--- config.mk ---
export PLATFORM = sky130hd
export DESIGN_NAME = i2c_master_bit_sequencer
export DESIGN_NICKNAME = d
export VERILOG_FILES = /design/src/hdl/i2cms_pkg.sv /design/src/hdl/i2c_master_bit_sequencer.sv /design/src/hdl/i2cms_step.sv
export SDC_FILE = /design/constraint.sdc
export NUM_CORES = 1
export LEC_CHECK = 0
export CORE_MARGIN = 1
export CORE_UTILIZATION = 65
export CTS_BUF_LIST = sky130_fd_sc_hd__clkbuf_4 sky130_fd_sc_hd__clkbuf_8
export DETAILED_ROUTE_END_ITERATION = 8
export DONT_BUFFER_PORTS = 1
export PLACE_DENSITY = 0.81
export SLEW_MARGIN = 5
export SYNTH_ARGS = -nofsm -noshare
export SYNTH_HDL_FRONTEND = slang
export SYNTH_SLANG_ARGS = --single-unit
--- constraint.sdc ---
create_clock -name clock -period 5.7 [get_ports clock]
set_clock_uncertainty 0.2 [all_clocks]
set_input_delay 0.855 -clock clock [delete_from_list [all_inputs] [get_ports clock]]
set_output_delay 0.855 -clock clock [all_outputs]
set_load 0.01 [all_outputs]
--- src/hdl/i2cms_pkg.sv ---
// Package of the I2C master bit sequencer: phase encoding, command codes,
// register indexes, sequencer state and per-tick result types. No dependencies.
`default_nettype none

package i2cms_pkg;

   localparam int TpuWidth   = 10;
   localparam int LimitWidth = 8;

   localparam logic [TpuWidth-1:0]   TpuReset   = 10'd1;
   localparam logic [LimitWidth-1:0] LimitReset = 8'd250;

   // Configuration register indexes.
   typedef enum logic [0:0] {
      CSR_TICKS_PER_UNIT = 1'b0,
      CSR_ACK_POLL_LIMIT = 1'b1
   } csr_index_type;

   // Command codes carried by an input transfer.
   typedef enum logic [2:0] {
      CMD_NONE  = 3'd0,
      CMD_START = 3'd1,
      CMD_STOP  = 3'd2,
      CMD_WRITE = 3'd3,
      CMD_WAIT  = 3'd4,
      CMD_READ  = 3'd5
   } cmd_type;

   // Sequencer phase, one-hot.
   typedef enum logic [15:0] {
      PH_IDLE      = 16'h0001,
      PH_ST_SDA_LO = 16'h0002,
      PH_ST_END    = 16'h0004,
      PH_SP_RISE   = 16'h0008,
      PH_SP_END    = 16'h0010,
      PH_WA_HIGH   = 16'h0020,
      PH_WA_POLL   = 16'h0040,
      PH_WR_BIT    = 16'h0080,
      PH_WR_HIGH   = 16'h0100,
      PH_WR_LOW    = 16'h0200,
      PH_WR_END    = 16'h0400,
      PH_RD_LOW    = 16'h0800,
      PH_RD_HIGH   = 16'h1000,
      PH_AK_DRIVE  = 16'h2000,
      PH_AK_HIGH   = 16'h4000,
      PH_AK_LOW    = 16'h8000
   } phase_type;

   typedef struct packed {
      phase_type             phase;
      logic [2:0]            active_cmd;
      logic [3:0]            bit_index;
      logic [7:0]            shift_data;
      logic [TpuWidth-1:0]   delay_count;
      logic [2:0]            unit_count;
      logic [LimitWidth-1:0] poll_count;
      logic                  ack_choice;
      logic                  scl;
      logic                  sda;
      logic                  sda_en;
   } seq_state_type;

   typedef struct packed {
      logic       scl_level;
      logic       sda_level;
      logic       sda_enable;
      logic       busy;
      logic       done;
      logic [7:0] rx_byte;
      logic       ack_failed;
   } tick_result_type;

endpackage

`default_nettype wire

--- src/hdl/i2c_master_bit_sequencer.sv ---
// I2C master bit sequencer, one input transfer per timing tick, one result transfer per tick.
// Top level: timing-unit registers, sequencer state and result register; uses i2cms_pkg
// and i2cms_step.
//
// Each input transfer is one tick of the bit timing. While the sequencer is idle, the tick
// may carry a command: start, stop, write a byte MSB first, wait for the slave ACK, or read
// a byte and answer with ACK or NACK. Commands given while busy, and unused codes, are
// ignored. Every tick yields exactly one result transfer with the SCL level, the SDA level
// and its output enable, busy, and a one-tick done flag; on done the received byte (read)
// or the ACK-failure flag (timed-out ACK wait, after which a stop has been sent) is valid,
// otherwise those fields are zero. Line changes are spaced in delay units of
// ticks_per_unit ticks (zero acts as one); an ACK wait polls sda_in once per tick and
// fails after ack_poll_limit plus one high polls. The block takes one tick in every
// clock cycle while the result is not stalled: the whole tick update is a single pass of
// combinational logic from the state registers into the result register, so a result
// appears in the cycle after its tick is accepted. The result register stands between
// the channels, so a new tick is accepted whenever the result register is empty or its
// result is taken in the same cycle. Configuration writes take effect on the next tick
// and are meant for idle times. After reset the lines read SCL high, SDA high and driven,
// with ticks_per_unit at one and ack_poll_limit at 250.
`default_nettype none

module i2c_master_bit_sequencer
   import i2cms_pkg::*;
(
   input  logic                  clock,
   input  logic                  reset,

   input  logic                  csr_write_enable,
   input  logic [0:0]            csr_index,
   input  logic [TpuWidth-1:0]   csr_write_data,

   input  logic                  req_valid,
   output logic                  req_ready,
   input  logic [2:0]            req_cmd,
   input  logic [7:0]            req_tx_byte,
   input  logic                  req_send_ack,
   input  logic                  req_sda_in,

   output logic                  rsp_valid,
   input  logic                  rsp_ready,
   output logic                  rsp_scl_level,
   output logic                  rsp_sda_level,
   output logic                  rsp_sda_enable,
   output logic                  rsp_busy_res,
   output logic                  rsp_done_res,
   output logic [7:0]            rsp_rx_byte,
   output logic                  rsp_ack_failed
);

   logic [TpuWidth-1:0]   tpu_ff;
   logic [LimitWidth-1:0] limit_ff;

   seq_state_type         state_ff;
   seq_state_type         state_in;
   tick_result_type       result_ff;
   tick_result_type       result_in;
   logic                  rsp_valid_ff;
   logic                  rsp_valid_in;
   logic                  req_fire;

   // Configuration registers, written by index.
   always_ff @(posedge clock) begin
      if (reset) begin
         tpu_ff   <= TpuReset;
         limit_ff <= LimitReset;
      end else if (csr_write_enable) begin
         unique case (csr_index_type'(csr_index))
            CSR_TICKS_PER_UNIT: tpu_ff   <= csr_write_data;
            CSR_ACK_POLL_LIMIT: limit_ff <= csr_write_data[LimitWidth-1:0];
            default: ;
         endcase
      end
   end

   // A tick is taken when the result register is free or being emptied now.
   assign req_ready = ~rsp_valid_ff | rsp_ready;
   assign req_fire  = req_valid & req_ready;

   i2cms_step u_step (
      .state_cur      (state_ff),
      .cmd            (req_cmd),
      .tx_byte        (req_tx_byte),
      .send_ack       (req_send_ack),
      .sda_in         (req_sda_in),
      .ticks_per_unit (tpu_ff),
      .ack_poll_limit (limit_ff),
      .state_next     (state_in),
      .result         (result_in)
   );

   assign rsp_valid_in = req_fire | (rsp_valid_ff & ~rsp_ready);

   always_ff @(posedge clock) begin
      if (reset) begin
         state_ff.phase       <= PH_IDLE;
         state_ff.active_cmd  <= 3'd0;
         state_ff.bit_index   <= 4'd0;
         state_ff.shift_data  <= 8'd0;
         state_ff.delay_count <= '0;
         state_ff.unit_count  <= 3'd0;
         state_ff.poll_count  <= '0;
         state_ff.ack_choice  <= 1'b0;
         state_ff.scl         <= 1'b1;
         state_ff.sda         <= 1'b1;
         state_ff.sda_en      <= 1'b1;
         rsp_valid_ff         <= 1'b0;
      end else begin
         rsp_valid_ff <= rsp_valid_in;
         if (req_fire) begin
            state_ff <= state_in;
         end
      end
   end

   // Result payload needs no reset; it is only looked at while valid.
   always_ff @(posedge clock) begin
      if (req_fire) begin
         result_ff <= result_in;
      end
   end

   assign rsp_valid      = rsp_valid_ff;
   assign rsp_scl_level  = result_ff.scl_level;
   assign rsp_sda_level  = result_ff.sda_level;
   assign rsp_sda_enable = result_ff.sda_enable;
   assign rsp_busy_res   = result_ff.busy;
   assign rsp_done_res   = result_ff.done;
   assign rsp_rx_byte    = result_ff.rx_byte;
   assign rsp_ack_failed = result_ff.ack_failed;

endmodule

`default_nettype wire

--- src/hdl/i2cms_step.sv ---
// Next-state and result logic for one tick of the I2C master bit sequencer.
// Purely combinational; depends on i2cms_pkg.
`default_nettype none

module i2cms_step
   import i2cms_pkg::*;
(
   input  seq_state_type          state_cur,
   input  logic [2:0]             cmd,
   input  logic [7:0]             tx_byte,
   input  logic                   send_ack,
   input  logic                   sda_in,
   input  logic [TpuWidth-1:0]    ticks_per_unit,
   input  logic [LimitWidth-1:0]  ack_poll_limit,
   output seq_state_type          state_next,
   output tick_result_type        result
);

   logic [TpuWidth-1:0] tpu_eff;
   seq_state_type       t;
   logic                do_act;
   logic                fin;
   logic                fin_fail;
   logic [7:0]          fin_rx;
   logic [3:0]          bi_next;

   assign tpu_eff = (ticks_per_unit == '0) ? TpuWidth'(1) : ticks_per_unit;

   always_comb begin
      t        = state_cur;
      do_act   = 1'b0;
      fin      = 1'b0;
      fin_fail = 1'b0;
      fin_rx   = 8'd0;
      bi_next  = 4'(state_cur.bit_index + 4'd1);

      // Command acceptance, delay countdown or immediate action.
      if (state_cur.phase == PH_IDLE) begin
         if (cmd >= CMD_START && cmd <= CMD_READ) begin
            t.active_cmd = cmd;
            t.bit_index  = 4'd0;
            t.poll_count = '0;
            unique case (cmd)
               CMD_START: begin
                  t.sda_en = 1'b1; t.sda = 1'b1; t.scl = 1'b1;
                  t.delay_count = tpu_eff; t.unit_count = 3'd4; t.phase = PH_ST_SDA_LO;
               end
               CMD_STOP: begin
                  t.sda_en = 1'b1; t.scl = 1'b0; t.sda = 1'b0;
                  t.delay_count = tpu_eff; t.unit_count = 3'd4; t.phase = PH_SP_RISE;
               end
               CMD_WRITE: begin
                  t.sda_en = 1'b1; t.scl = 1'b0;
                  t.shift_data = tx_byte;
                  t.phase = PH_WR_BIT;
                  do_act = 1'b1;
               end
               CMD_WAIT: begin
                  t.sda_en = 1'b0; t.sda = 1'b1;
                  t.delay_count = tpu_eff; t.unit_count = 3'd1; t.phase = PH_WA_HIGH;
               end
               default: begin
                  t.sda_en = 1'b0;
                  t.ack_choice = send_ack;
                  t.shift_data = 8'd0;
                  t.phase = PH_RD_LOW;
                  do_act = 1'b1;
               end
            endcase
         end
      end else if (state_cur.unit_count != 3'd0) begin
         t.delay_count = TpuWidth'(state_cur.delay_count - TpuWidth'(1));
         if (t.delay_count == '0) begin
            t.unit_count = 3'(state_cur.unit_count - 3'd1);
            if (t.unit_count == 3'd0) begin
               do_act = 1'b1;
            end else begin
               t.delay_count = tpu_eff;
            end
         end
      end else begin
         do_act = 1'b1;
      end

      // Line action of the current phase.
      if (do_act) begin
         bi_next = 4'(t.bit_index + 4'd1);
         unique case (t.phase)
            PH_ST_SDA_LO: begin
               t.sda = 1'b0;
               t.delay_count = tpu_eff; t.unit_count = 3'd4; t.phase = PH_ST_END;
            end
            PH_ST_END: begin
               t.scl = 1'b0;
               fin = 1'b1;
            end
            PH_SP_RISE: begin
               t.scl = 1'b1; t.sda = 1'b1;
               t.delay_count = tpu_eff; t.unit_count = 3'd4; t.phase = PH_SP_END;
            end
            PH_SP_END: begin
               fin_fail = (t.active_cmd == CMD_WAIT);
               fin = 1'b1;
            end
            PH_WA_HIGH: begin
               t.scl = 1'b1;
               t.delay_count = tpu_eff; t.unit_count = 3'd1; t.phase = PH_WA_POLL;
            end
            PH_WA_POLL: begin
               t.unit_count = 3'd0;
               priority if (!sda_in) begin
                  t.scl = 1'b0;
                  fin = 1'b1;
               end else if (t.poll_count >= ack_poll_limit) begin
                  // Timeout: issue a stop condition, reported as a failure at its end.
                  t.sda_en = 1'b1; t.scl = 1'b0; t.sda = 1'b0;
                  t.delay_count = tpu_eff; t.unit_count = 3'd4; t.phase = PH_SP_RISE;
               end else begin
                  t.poll_count = LimitWidth'(t.poll_count + LimitWidth'(1));
               end
            end
            PH_WR_BIT: begin
               t.sda = t.shift_data[7];
               t.shift_data = {t.shift_data[6:0], 1'b0};
               t.delay_count = tpu_eff; t.unit_count = 3'd2; t.phase = PH_WR_HIGH;
            end
            PH_WR_HIGH: begin
               t.scl = 1'b1;
               t.delay_count = tpu_eff; t.unit_count = 3'd2; t.phase = PH_WR_LOW;
            end
            PH_WR_LOW: begin
               t.scl = 1'b0;
               t.bit_index = bi_next;
               t.delay_count = tpu_eff; t.unit_count = 3'd2;
               t.phase = (bi_next < 4'd8) ? PH_WR_BIT : PH_WR_END;
            end
            PH_RD_LOW: begin
               t.scl = 1'b0;
               t.delay_count = tpu_eff; t.unit_count = 3'd2; t.phase = PH_RD_HIGH;
            end
            PH_RD_HIGH: begin
               t.scl = 1'b1;
               t.shift_data = {t.shift_data[6:0], sda_in};
               t.bit_index = bi_next;
               t.delay_count = tpu_eff; t.unit_count = 3'd1;
               t.phase = (bi_next < 4'd8) ? PH_RD_LOW : PH_AK_DRIVE;
            end
            PH_AK_DRIVE: begin
               t.scl = 1'b0; t.sda_en = 1'b1; t.sda = ~t.ack_choice;
               t.delay_count = tpu_eff; t.unit_count = 3'd2; t.phase = PH_AK_HIGH;
            end
            PH_AK_HIGH: begin
               t.scl = 1'b1;
               t.delay_count = tpu_eff; t.unit_count = 3'd2; t.phase = PH_AK_LOW;
            end
            PH_AK_LOW: begin
               t.scl = 1'b0;
               fin_rx = t.shift_data;
               fin = 1'b1;
            end
            default: begin
               fin = 1'b1;
            end
         endcase
         if (fin) begin
            t.phase = PH_IDLE;
            t.unit_count = 3'd0;
            t.delay_count = '0;
         end
      end

      state_next = t;
   end

   assign result.scl_level  = t.scl;
   assign result.sda_level  = t.sda;
   assign result.sda_enable = t.sda_en;
   assign result.busy       = (t.phase != PH_IDLE);
   assign result.done       = fin;
   assign result.rx_byte    = fin_rx;
   assign result.ack_failed = fin_fail;

endmodule

`default_nettype wire

==> out/qor.txt, run 1 <==
Fin crit period: 4798 ps
Total power draw: 0.001800 W
Status: completed
Crit path largest cell delay: 600 ps
Post-CTS setup buffers: 0
IO buf count: 0
Synth Area in Compound Gates: 25.96%
Hold Violations, Final: 0
Synth warn: 0
Placed insts: 804
Peak VDD IR: 0.1807 mV
Simple-gate portion of the synthesized area: 27.02%
WP data required: 5620 ps
Worst Path Buf+Inv: 1
Via count: 5802
Clock transition at the registers of the reported paths: 100 ps
Worst-Skew Late Latency: 370 ps
RePlAce Congestion: 0.9180
Post-synthesis sequential area ratio: 33.68%
Cts hold-fix bufs: 0
Die ar.: 0.009157 sq mm
Leakage: 2.267 nW
Final core utilization: 71.36%
Hold slack: 258.5 ps
Maximum clock rate: 208.4 MHz
Synth area leader: dfxtp_1
Max-slew violations: 0
Count of final setup violators: 0
Initial Utilization: 68.41%
Sink Count: 89
Adder-cell share of the synthesized area: 3.289%
Sum of negative setup slack: 0 ps
Worst Setup Path Type: register to register
Post-cts repair resize count: 0
Iter 0 DRT Violations: 756
Synthesized area: 0.005705 sq mm
Via density: 7.076
Worst-Margin Slew: 987.3 ps
RSZ-0062 raised after global routing: no
Yosys reg bits: 89
Part of the cycle the worst path needs: 84.18%
CTS tree: built
Worst min path class: register to register
Largest net degree at the start of global routing: 55
First-pass GRT wire length: 26230 microns
Type of destination of the critical path: register
HPWL after DPL: 11980 microns
Drt drc: 0
Root buffer cell: clkbuf_8
Total GRT Usage: 37.40%
CTS H-tree depth: 3
Synth top area cells: dfxtp_1 (26%), edfxtp_1 (7.4%), nand2_1 (6.4%), a21oi_1 (6.2%), nor2_1 (4.2%)
Largest family of logic cells by synthesized area: simple AND/OR/NAND/NOR gates
Antenna violations before repair: 0
Die outline height: 95.69 microns
Num CTS Buffers: 9
Synth Area per Inst: 7.784 sq um
Non-Filler Instances: 820
Critical path fanouts, max: 22
Share of layout cells above drive strength 1: 7.413%
Via count of the first global-routing pass: 5268
Slowest stage cell, crit path: or4_1
Mux cell area share after synthesis: 3.114%
Slew Limit Headroom: 34.11%
1st-pass router iterations: 6
Ports: 45
Cell area power density: 302.4 mW/mm^2
FP Rows: 33
MaxCap Viol Count: 0
CP top delay family: simple AND/OR/NAND/NOR gates
# diodes: 0
Top cell type's share of synthesized area: 26.32%
Final ANT Viol Nets: 0
Fillers: 681
Total grt overflow: 0
Worst setup SP type: register
Area delta synth->final: 4.320%
Die width: 95.69 microns
Fin nets: 754
EDFF count, synth: 14
Crit path cell chain: or4_1, nor2_1, nand2_1, o21ai_0, ha_1, nand2b_1, a21oi_1, o31ai_1, nand3_1, and2_1, a211oi_2, buf_4, o2111ai_1, a2111o_1
Worst EP arrival: 4710 ps
Routed len/inst: 20.33 microns
Count of different cell masters after synthesis: 71
Synth Flop Type: dfxtp_1
Post-Synth XOR/XNOR Area: 2.149%
Post-Syn Nets: 777
Core area: 0.008341 sq mm
Routed wire length: 16670 microns
Async SR Flop Fraction: 0%
Cells after Synth: 733
Clock Path Buffers: 2
cells by family (layout without fill, tap and decap cells):
kind of cell | Yosys count | after routing
multiplexers | 17 | 17
XOR/XNOR | 14 | 14
adder cells (fa/ha/maj) | 15 | 15
AND/OR/NAND/NOR | 311 | 311
flip-flops | 89 | 89
AO/OA/AOI/OAI | 218 | 218
buffers and inverters | 69 | 51
final cells by class:
| cell class | count | area [sq um] | share of cell area (%) |
|---|---|---|---|
| Inverter | 25 | 93.84 | 1.577 |
| Sequential cell | 89 | 1922 | 32.29 |
| Multi-Input combinational cell | 575 | 3511 | 58.99 |
| Tap cell | 105 | 131.4 | 2.207 |
| Timing Repair Buffer | 10 | 75.07 | 1.261 |
| Clock inverter | 7 | 95.09 | 1.598 |
| Clock buffer | 9 | 123.9 | 2.081 |
power by group:
part	switching (W)	internal, W
Sequential	0.0000442	0.000678
Combinational	0.000399	0.000201
Clock	0.000261	0.000217
Total	0.000704	0.00110
flip-flops by register name, summed over array words and instances, names as in the netlist:
signal	count
rsp_done_res	1
rsp_ack_failed	1
rsp_rx_byte	8
rsp_sda_enable	1
rsp_valid	1
rsp_busy_res	1
rsp_scl_level	1
tpu_ff	10
state_ff	56
rsp_sda_level	1
limit_ff	8
through the flow:
step | setup slack [ps] | instance area [sq um]
after floorplan | 1356 | 5705
after global placement | 1208 | 5733
after detailed placement | 1072 | 5733
after CTS | 1042 | 5952
after global routing | 640.7 | 5952
final | 901.6 | 5952
placed cells by master (no fill, tap or decap), types with 5 or more instances in the layout:
master    instances
mux2_2            6
clkbuf_8          9
nor4_1            9
nand3_1          37
ha_1             15
mux2i_1          11
dfxtp_1          75
o21ai_0          29
and3_1            7
a21o_1            6
nor3_1           22
xor2_1            6
a31oi_1          15
nand2b_1         11
nor2b_1          14
inv_1            24
or3_1             6
buf_4            10
and4_1            5
nor2_1           64
a21oi_1          71
a22oi_1          17
o22ai_1           5
nand4_1           6
nand2_1          97
o31ai_1           5
a211oi_1         10
o21a_1            8
or4_1             5
xnor2_1           8
and2_1            7
nand3b_1          5
edfxtp_1         14
metal layers:
metal	vias up	share of wire [%]	GRT usage, %	routed length, microns
met5	-	0	0	0
met4	0	3.3	14.05	544
li1	2661	-	-	-
met3	65	11	6.398	1897
met2	405	46	60.65	7607
met1	2671	40	49.88	6618
final timing paths:
kind / from / endpoint / slack, ps / depth (start not counted)
max: state_ff[49]$_SDFFE_PP0P_ / rsp_busy_res$_DFFE_PP_ / 900 / 14
min: state_ff[27]$_SDFFE_PP0P_ / state_ff[27]$_SDFFE_PP0P_ / 260 / 2
max reg2reg: state_ff[49]$_SDFFE_PP0P_ / rsp_busy_res$_DFFE_PP_ / 900 / 14
min reg2reg: state_ff[27]$_SDFFE_PP0P_ / state_ff[27]$_SDFFE_PP0P_ / 260 / 2
worst reg2reg max path, stage by stage, from the launching register on:
cell       delay [ps]
dfxtp_1           380
or4_1             600
nor2_1            260
nand2_1           490
o21ai_0           470
ha_1              180
nand2b_1          100
a21oi_1            70
o31ai_1           360
nand3_1           230
and2_1            250
a211oi_2          150
buf_4             230
o2111ai_1         140
a2111o_1          440
synth_stat cells, types with 6 or more instances:
cell type	instances
a211oi_1	10
inv_1	24
xor2_1	6
o21a_1	8
and2_1	7
nand2b_1	11
nand4_1	6
edfxtp_1	14
mux2i_1	11
buf_2	8
a22oi_1	17
clkbuf_1	33
nor2_1	64
mux2_2	6
or3_1	6
nand3_1	37
a31oi_1	15
nand2_1	97
nor4_1	9
a21oi_1	71
ha_1	15
nor3_1	22
xnor2_1	8
o21ai_0	29
nor2b_1	14
a21o_1	6
and3_1	7
dfxtp_1	75
Note: power is estimated with default switching activity, not from simulation.
==> inputs of run 2 (changes only) <==
--- a/config.mk
+++ b/config.mk
@@ -5,12 +5,13 @@
 export SDC_FILE = /design/constraint.sdc
 export NUM_CORES = 1
 export LEC_CHECK = 0
+export ABC_AREA = 1
 export CORE_MARGIN = 1
-export CORE_UTILIZATION = 65
+export CORE_UTILIZATION = 60
 export CTS_BUF_LIST = sky130_fd_sc_hd__clkbuf_4 sky130_fd_sc_hd__clkbuf_8
 export DETAILED_ROUTE_END_ITERATION = 8
 export DONT_BUFFER_PORTS = 1
-export PLACE_DENSITY = 0.81
+export PLACE_DENSITY = 0.79
 export SLEW_MARGIN = 5
 export SYNTH_ARGS = -nofsm -noshare
 export SYNTH_HDL_FRONTEND = slang
==> constraint.sdc (replaced) <==
create_clock -name clock -period 3.9 [get_ports clock]
set_clock_uncertainty 0.2 [all_clocks]
set_input_delay 0.585 -clock clock [delete_from_list [all_inputs] [get_ports clock]]
set_output_delay 0.585 -clock clock [all_outputs]
set_load 0.01 [all_outputs]
==> run 2 against run 1 <==
Against the previous run: sequential share of layout area down 2.6 points; flip-flop and latch count is the same; design area grew 8.7%; synthesized cell count rose by 28%; combinational power is 20% lower; via count up 8.3%; critical path depth is 6 higher; maximum frequency increased by 33%; routed wire length up 11%; clock power rose by 45%; hold slack got worse by 200 ps.
==> out/qor.txt, run 2 <==
Status: completed
Part of the cycle the worst path needs: 92.18% (+8.0 points)
Top Registers: state_ff x56, tpu_ff x10
FP Rows: 36 (+9.1%)
Crit-path most repeated cell: nand2_1
R2R Path Start: state_ff[40]$_SDFFE_PP1P_
Crit path cell chain: inv_1, nor2_1, nand2_1, nor2_4, nand3_2, nand2_1, inv_1, ha_1, a21oi_1, nor2_1, a211oi_1, nand3_1, nand2_1, nor2_1, nand2_1, nand2_1, nor3_1, nand2_1, nor2_1, nand4_1
Slew Limit Headroom: 38.84% (+4.7 points)
RePlAce Congestion: 1.009 (+9.9%)
RSZ-0062 raised after global routing: no
Placed inst area: 0.006264 sq mm (+9.3%)
Async SR Flop Fraction: 0% (unchanged)
Crit path largest cell delay: 470 ps (-130 ps)
Worst setup SP type: register
DRT met1 WL: 8331 microns (+26%)
Reg2reg end: rsp_busy_res$_DFFE_PP_
Post-Syn Nets: 980 (+26%)
Hold Crit Endpoint: state_ff[11]$_SDFFE_PP0P_
MaxCap Viol Count: 0 (unchanged)
Max-slew violations: 0 (unchanged)
Core area: 0.009910 sq mm (+19%)
Post-synthesis sequential area ratio: 30.99% (-2.7 points)
Cell area power density: 339.3 mW/mm^2 (+12%)
Sum of negative setup slack: 0 ps (unchanged)
Slowest stage cell, crit path: dfxtp_1
Reg with most FFs: state_ff
Post-CTS setup buffers: 0 (unchanged)
Worst Setup Path Type: register to register
Antenna violations before repair: 0 (unchanged)
Worst min path class: input pin to register
Routed wire length: 18500 microns (+11%)
Root buffer cell: clkbuf_8
Power share of the sequential group: 46.6% (+6.4 points)
Share of layout cells above drive strength 1: 11.04% (+3.6 points)
Worst EP arrival: 3530 ps (-1180 ps)
Post-route cell area: 0.006472 sq mm (+8.7%)
Hold path cells: 1 (-1)
Hold_sp: reset
Total power draw: 0.002196 W (+22%)
Maximum clock rate: 278.2 MHz (+33%)
Clock Path Buffers: 2 (unchanged)
Worst R2R Setup Slack: 300 ps (-600 ps)
CP top delay family: simple AND/OR/NAND/NOR gates
Synth Flop Type: dfxtp_1
Type of destination of the critical path: register
Synth Area per Inst: 6.626 sq um (-15%)
Fillers: 909 (+33%)
1st-pass router iterations: 5 (-1)
Most common cell after layout, fill and taps aside: nand2_1
Area of the multi-input gates: 0.003602 sq mm (+2.6%)
Total grt overflow: 0 (unchanged)
Crit path from: state_ff[40]$_SDFFE_PP1P_
Critical path fanouts, max: 14 (-36%)
Area delta synth->final: 4.358% (about the same)
Synth area leader: dfxtp_1
Cells after Synth: 936 (+28%)
Clock transition at the registers of the reported paths: 90 ps (about the same)
Leakage: 3.025 nW (+33%)
Synth warn: 0 (unchanged)
Drt drc: 0 (unchanged)
Via density: 5.942 (-16%)
Worst Path Buf+Inv: 2 (+1)
Count leader, synth: nand2_1
Hold Violations, Final: 0 (unchanged)
Worst-Skew Late Latency: 390 ps (+20 ps)
Clk pwr share: 31.5% (+5.0 points)
EDFF count, synth: 14 (unchanged)
Initial Utilization: 62.59% (-5.8 points)
Ports: 45 (unchanged)
Die ar.: 0.01075 sq mm (+17%)
Commonest non-fill, non-tap cells in the layout: nand2_1 (185), inv_1 (121), a21oi_1 (97)
Fin nets: 963 (+28%)
Sw frac: 34.32% (-4.8 points)
Met2 wire length: 8014 microns (+5.4%)
Count of final setup violators: 0 (unchanged)
Top layer reached by signal wires: met4
Int Pwr: 0.001442 W (+32%)
Largest net degree at the start of global routing: 56 (+1.8%)
IO buf count: 0 (unchanged)
Fin crit period: 3595 ps (-1203 ps)
Sink Count: 89 (unchanged)
Register Area: 0.001922 sq mm (unchanged)
WP data required: 3830 ps (-1790 ps)
Synthesized area: 0.006202 sq mm (+8.7%)
Peak VDD IR: 0.3528 mV (+95%)
Via count: 6281 (+8.3%)
CTS H-tree depth: 3 (unchanged)
Routed len/inst: 17.50 microns (-14%)
Yosys reg bits: 89 (unchanged)
HPWL after DPL: 13510 microns (+13%)
Die width: 103.7 microns (+8.3%)
Comb pwr share: 21.9% (-11 points)
Number of flip-flops in the largest register: 56 (unchanged)
Die outline height: 103.7 microns (+8.3%)
Synth cell count leaders: nand2_1 (187), inv_1 (121), a21oi_1 (97)
Top cell type's share of synthesized area: 24.21% (-2.1 points)
WL met3: 1616 microns (-15%)
Via count of the first global-routing pass: 5747 (+9.1%)
Net switching power: 0.0007537 W (+7.0%)
CTS tree: built
Count of different cell masters after synthesis: 47 (-34%)
Iter 0 DRT Violations: 574 (-24%)
Synth top area cells: dfxtp_1 (24%), nand2_1 (11%), a21oi_1 (7.8%), inv_1 (7.3%), edfxtp_1 (6.8%)
Cts hold-fix bufs: 0 (unchanged)
Total GRT Usage: 34.73% (-2.7 points)
Worst R2R Path Depth: 20 (+6)
Num CTS Buffers: 9 (unchanged)
First-pass GRT wire length: 29460 microns (+12%)
# diodes: 0 (unchanged)
Final ANT Viol Nets: 0 (unchanged)
Worst-Margin Slew: 916.4 ps (-70.90 ps)
## run 2: cell types whose count changed in the layout (fill, tap and decap cells not counted), sizes merged, moves of 17 or more
cell / previous run / this run
nand2: 97 / 211
o21ai: 31 / 77
inv: 29 / 138
nand3: 37 / 87
a22oi: 17 / 0
a21oi: 71 / 98
nor2: 64 / 109
## run 2: power by group through the flow
stage	Combinational [W]	Sequential (W)	Clock (W)
3_5_place_dp	0.000468	0.00104	0
4_1_cts	0.000470	0.00102	0.000692
5_1_grt	0.000527	0.00103	0.000724
6_report	0.000482	0.00102	0.000691
2_1_floorplan	0.000378	0.00103	0
3_3_place_gp	0.000460	0.00104	0
## run 2: per-layer routing
metal | global-route usage, % | up-vias
met5 | 0 | -
met4 | 13.98 | 0
met3 | 8.496 | 48
met2 | 53.40 | 291
met1 | 46.72 | 2879
li1 | - | 3063
## run 2: area by class of cell
| cell class | count | area share (%) |
|---|---|---|
| sequential | 89 | 29.69 |
| timing repair buffer | 7 | 0.8119 |
| clock buffer | 11 | 2.242 |
| inverter | 138 | 8.080 |
| multi-input combinational | 674 | 55.65 |
| tap | 133 | 2.571 |
| clock inverter | 5 | 0.9472 |
## run 2: worst max-delay path by stage
stage / to / cells past startpoint
6_report: rsp_busy_res$_DFFE_PP_ / 20
5_1_grt: rsp_busy_res$_DFFE_PP_ / 20
4_1_cts: state_ff[2]$_SDFFE_PP1P_ / 18
3_5_place_dp: state_ff[19]$_SDFFE_PP0P_ / 21
3_3_place_gp: rsp_scl_level$_DFFE_PP_ / 19
2_1_floorplan: rsp_busy_res$_DFFE_PP_ / 21
## run 2: stage by stage
stage          utilization (%)  hold slack [ps]  std cells  setup WS, ps
2_1_floorplan                -            229.4        936         823.1
3_3_place_gp             63.21            243.3       1041         339.9
3_5_place_dp             63.21            253.7       1041         242.5
4_1_cts                  65.29            38.74       1057         322.8
5_1_grt                  65.32            36.58       1057         67.33
6_report                 65.32            56.69       1057         304.9
## run 2: logic make-up after synthesis
logic type,synth area share [%]
flops,30.99
xor+xnor,1.271
simple gates,34.64
buf+inv,11.01
compound gates,19.06
fa+ha+maj,3.026
## run 2: what timing repair did
action | 4_1_cts | 5_1_grt
resized for setup | 0 | 1
endpoints found under the hold margin | 0 | 0
endpoints found under the setup margin | 0 | 2
==> inputs of run 3 (changes only) <==
--- a/config.mk
+++ b/config.mk
@@ -6,6 +6,7 @@
 export NUM_CORES = 1
 export LEC_CHECK = 0
 export ABC_AREA = 1
+export CORE_ASPECT_RATIO = 0.5
 export CORE_MARGIN = 1
 export CORE_UTILIZATION = 60
 export CTS_BUF_LIST = sky130_fd_sc_hd__clkbuf_4 sky130_fd_sc_hd__clkbuf_8
==> run 3 against run 2 <==
Against the previous run: sequential share of layout area fell by 0.26 points; worst setup slack improved by 34 ps; maximum frequency rose by 0.97%; first-iteration DRC count rose by 2.8%; combinational power fell by 2%; routed wire length fell by 5.0%; clock-buffer cell count fell by 1; core utilization rose by 1.8 points; sequential power barely moved; power rose by 4.2%; critical path depth fell by 1.
==> out/qor.txt, run 3 (same netlist as run 2, synthesis figures left out) <==
R2R Path Start: state_ff[40]$_SDFFE_PP1P_
Fin nets: 965 (+0.21%)
Worst setup SP type: register
Worst Path Buf+Inv: 3 (+1)
Share of layout cells above drive strength 1: 11.12% (+0.084 points)
Commonest non-fill, non-tap cells in the layout: nand2_1 (186), inv_1 (121), a21oi_1 (97)
Part of the cycle the worst path needs: 91.30% (-0.88 points)
Power share of the sequential group: 44.8% (-1.8 points)
Final ANT Viol Nets: 0 (unchanged)
Reg with most FFs: state_ff
Crit-path most repeated cell: nand2_1
CP top delay family: simple AND/OR/NAND/NOR gates
Critical path fanouts, max: 14 (unchanged)
Core area: 0.009728 sq mm (-1.8%)
First-pass GRT wire length: 28000 microns (-5.0%)
RePlAce Congestion: 0.9972 (-1.1%)
Antenna violations before repair: 0 (unchanged)
MaxCap Viol Count: 0 (unchanged)
Root buffer cell: clkbuf_8
Crit path largest cell delay: 480 ps (about the same)
Cts hold-fix bufs: 0 (unchanged)
Fillers: 898 (-1.2%)
Sink Count: 89 (unchanged)
Via density: 5.881 (-1.0%)
Die ar.: 0.01077 sq mm (+0.23%)
Cell area power density: 350.5 mW/mm^2 (+3.3%)
Status: completed
Post-CTS setup buffers: 0 (unchanged)
Type of destination of the critical path: register
Number of flip-flops in the largest register: 56 (unchanged)
Placed insts: 1045 (+0.38%)
Slew Limit Headroom: 33.84% (-5.0 points)
Via count: 6240 (-0.65%)
WP data required: 4020 ps (+190 ps)
CTS H-tree depth: 3 (unchanged)
Initial Utilization: 63.76% (+1.2 points)
Clock Path Buffers: 2 (unchanged)
Largest net degree at the start of global routing: 46 (-18%)
Worst Setup Path Type: register to register
Post-cts repair resize count: 0 (unchanged)
Area delta synth->final: 5.265%
Via count of the first global-routing pass: 5557 (-3.3%)
Top Registers: state_ff x56, tpu_ff x10
Routed wire length: 17570 microns (-5.0%)
Total grt overflow: 0 (unchanged)
HPWL after DPL: 12930 microns (-4.3%)
Clk pwr share: 34.6% (+3.1 points)
Comb pwr share: 20.6% (-1.3 points)
# diodes: 0 (unchanged)
1st-pass router iterations: 5 (unchanged)
Non-Filler Instances: 1061 (+0.38%)
Register Area: 0.001922 sq mm (unchanged)
Drt drc: 0 (unchanged)
Sum of negative setup slack: 0 ps (unchanged)
Worst-Skew Late Latency: 380 ps (about the same)
Clock transition at the registers of the reported paths: 100 ps (about the same)
Hold Violations, Final: 0 (unchanged)
FP Rows: 25 (-31%)
Ports: 45 (unchanged)
Die width: 145.8 microns (+41%)
Leakage: 3.052 nW (+0.89%)
Maximum clock rate: 280.8 MHz (+0.97%)
Fin crit period: 3561 ps (-34.38 ps)
Most common cell after layout, fill and taps aside: nand2_1
RSZ-0062 raised after global routing: no
Area of the multi-input gates: 0.003600 sq mm (about the same)
Net switching power: 0.0007333 W (-2.7%)
Slowest stage cell, crit path: dfxtp_1
Max-slew violations: 0 (unchanged)
Worst min path class: input pin to register
Total power draw: 0.002288 W (+4.2%)
Crit path cell chain: inv_1, nor2_1, nand2_1, nor2_4, nand3_2, nand2_1, inv_1, ha_1, a21oi_1, nor2_1, a211oi_1, nand3_1, inv_1, nand2_4, nand2_1, nor2_1, o21ai_1, nand2_1, nand2_1
Peak VDD IR: 0.2428 mV (-31%)
Final core utilization: 67.11% (+1.8 points)
Hold_sp: reset
Int Pwr: 0.001555 W (+7.8%)
Worst-Margin Slew: 991.3 ps (+74.93 ps)
Count of final setup violators: 0 (unchanged)
Worst EP arrival: 3680 ps (+150 ps)
Sw frac: 32.04% (-2.3 points)
Total GRT Usage: 33.38% (-1.4 points)
Die outline height: 73.89 microns (-29%)
Iter 0 DRT Violations: 590 (+2.8%)
CTS tree: built
Crit path from: state_ff[40]$_SDFFE_PP1P_
Routed len/inst: 16.56 microns (-5.4%)
Num CTS Buffers: 9 (unchanged)
IO buf count: 0 (unchanged)
==> run 3: cell type report <==
cell class / count / share of cell area, %
Clock buffer: 10 / 2.012
Multi-Input combinational cell: 674 / 55.14
Inverter: 138 / 8.011
Tap cell: 135 / 2.587
Clock inverter: 6 / 1.782
Timing Repair Buffer: 9 / 1.035
Sequential cell: 89 / 29.44
==> run 3: path summary, 6_finish.rpt <==
kind / depth (start not counted) / to / slack (ps)
max reg2reg: 19 / state_ff[2]$_SDFFE_PP1P_ / 340
min: 1 / state_ff[27]$_SDFFE_PP0P_ / 60
min reg2reg: 2 / state_ff[5]$_SDFFE_PP0P_ / 260
max: 19 / state_ff[2]$_SDFFE_PP1P_ / 340
==> run 3: metal layers <==
layer	part of all wire [%]	global-route usage, %	up-vias	routed length [microns]
li1	-	-	3056	-
met1	47	45.88	2888	8179
met2	42	52.15	271	7431
met3	9.5	8.385	25	1674
met4	1.6	9.357	0	288
met5	0	0	-	0
==> run 3: worst reg2reg max path, cell delays in order, from the launching register on <==
cell and delay, ps:
dfxtp_1 480, inv_1 90, nor2_1 100, nand2_1 90, nor2_4 140, nand3_2 300
nand2_1 180, inv_1 60, ha_1 290, a21oi_1 160, nor2_1 50, a211oi_1 180
nand3_1 190, inv_1 160, nand2_4 80, nand2_1 370, nor2_1 100, o21ai_1 170
nand2_1 70, nand2_1 70
==> run 3: metrics by stage <==
step | setup slack [ps] | hold slack (ps) | instance area (sq um)
after floorplan | 823.1 | 229.4 | 6202
final | 339.3 | 60.18 | 6529
after detailed placement | 365.7 | 251.6 | 6281
after global routing | 78.22 | 51.04 | 6529
after global placement | 505.7 | 239.0 | 6281
after CTS | 442.0 | 42.67 | 6529
==> run 3: power groups by stage <==
stage	Clock, W	Sequential (W)	Combinational, W
after floorplan	0	0.00103	0.000378
after CTS	0.000808	0.00102	0.000461
final	0.000791	0.00103	0.000472
after global routing	0.000837	0.00103	0.000517
after detailed placement	0	0.00104	0.000459
after global placement	0	0.00104	0.000451
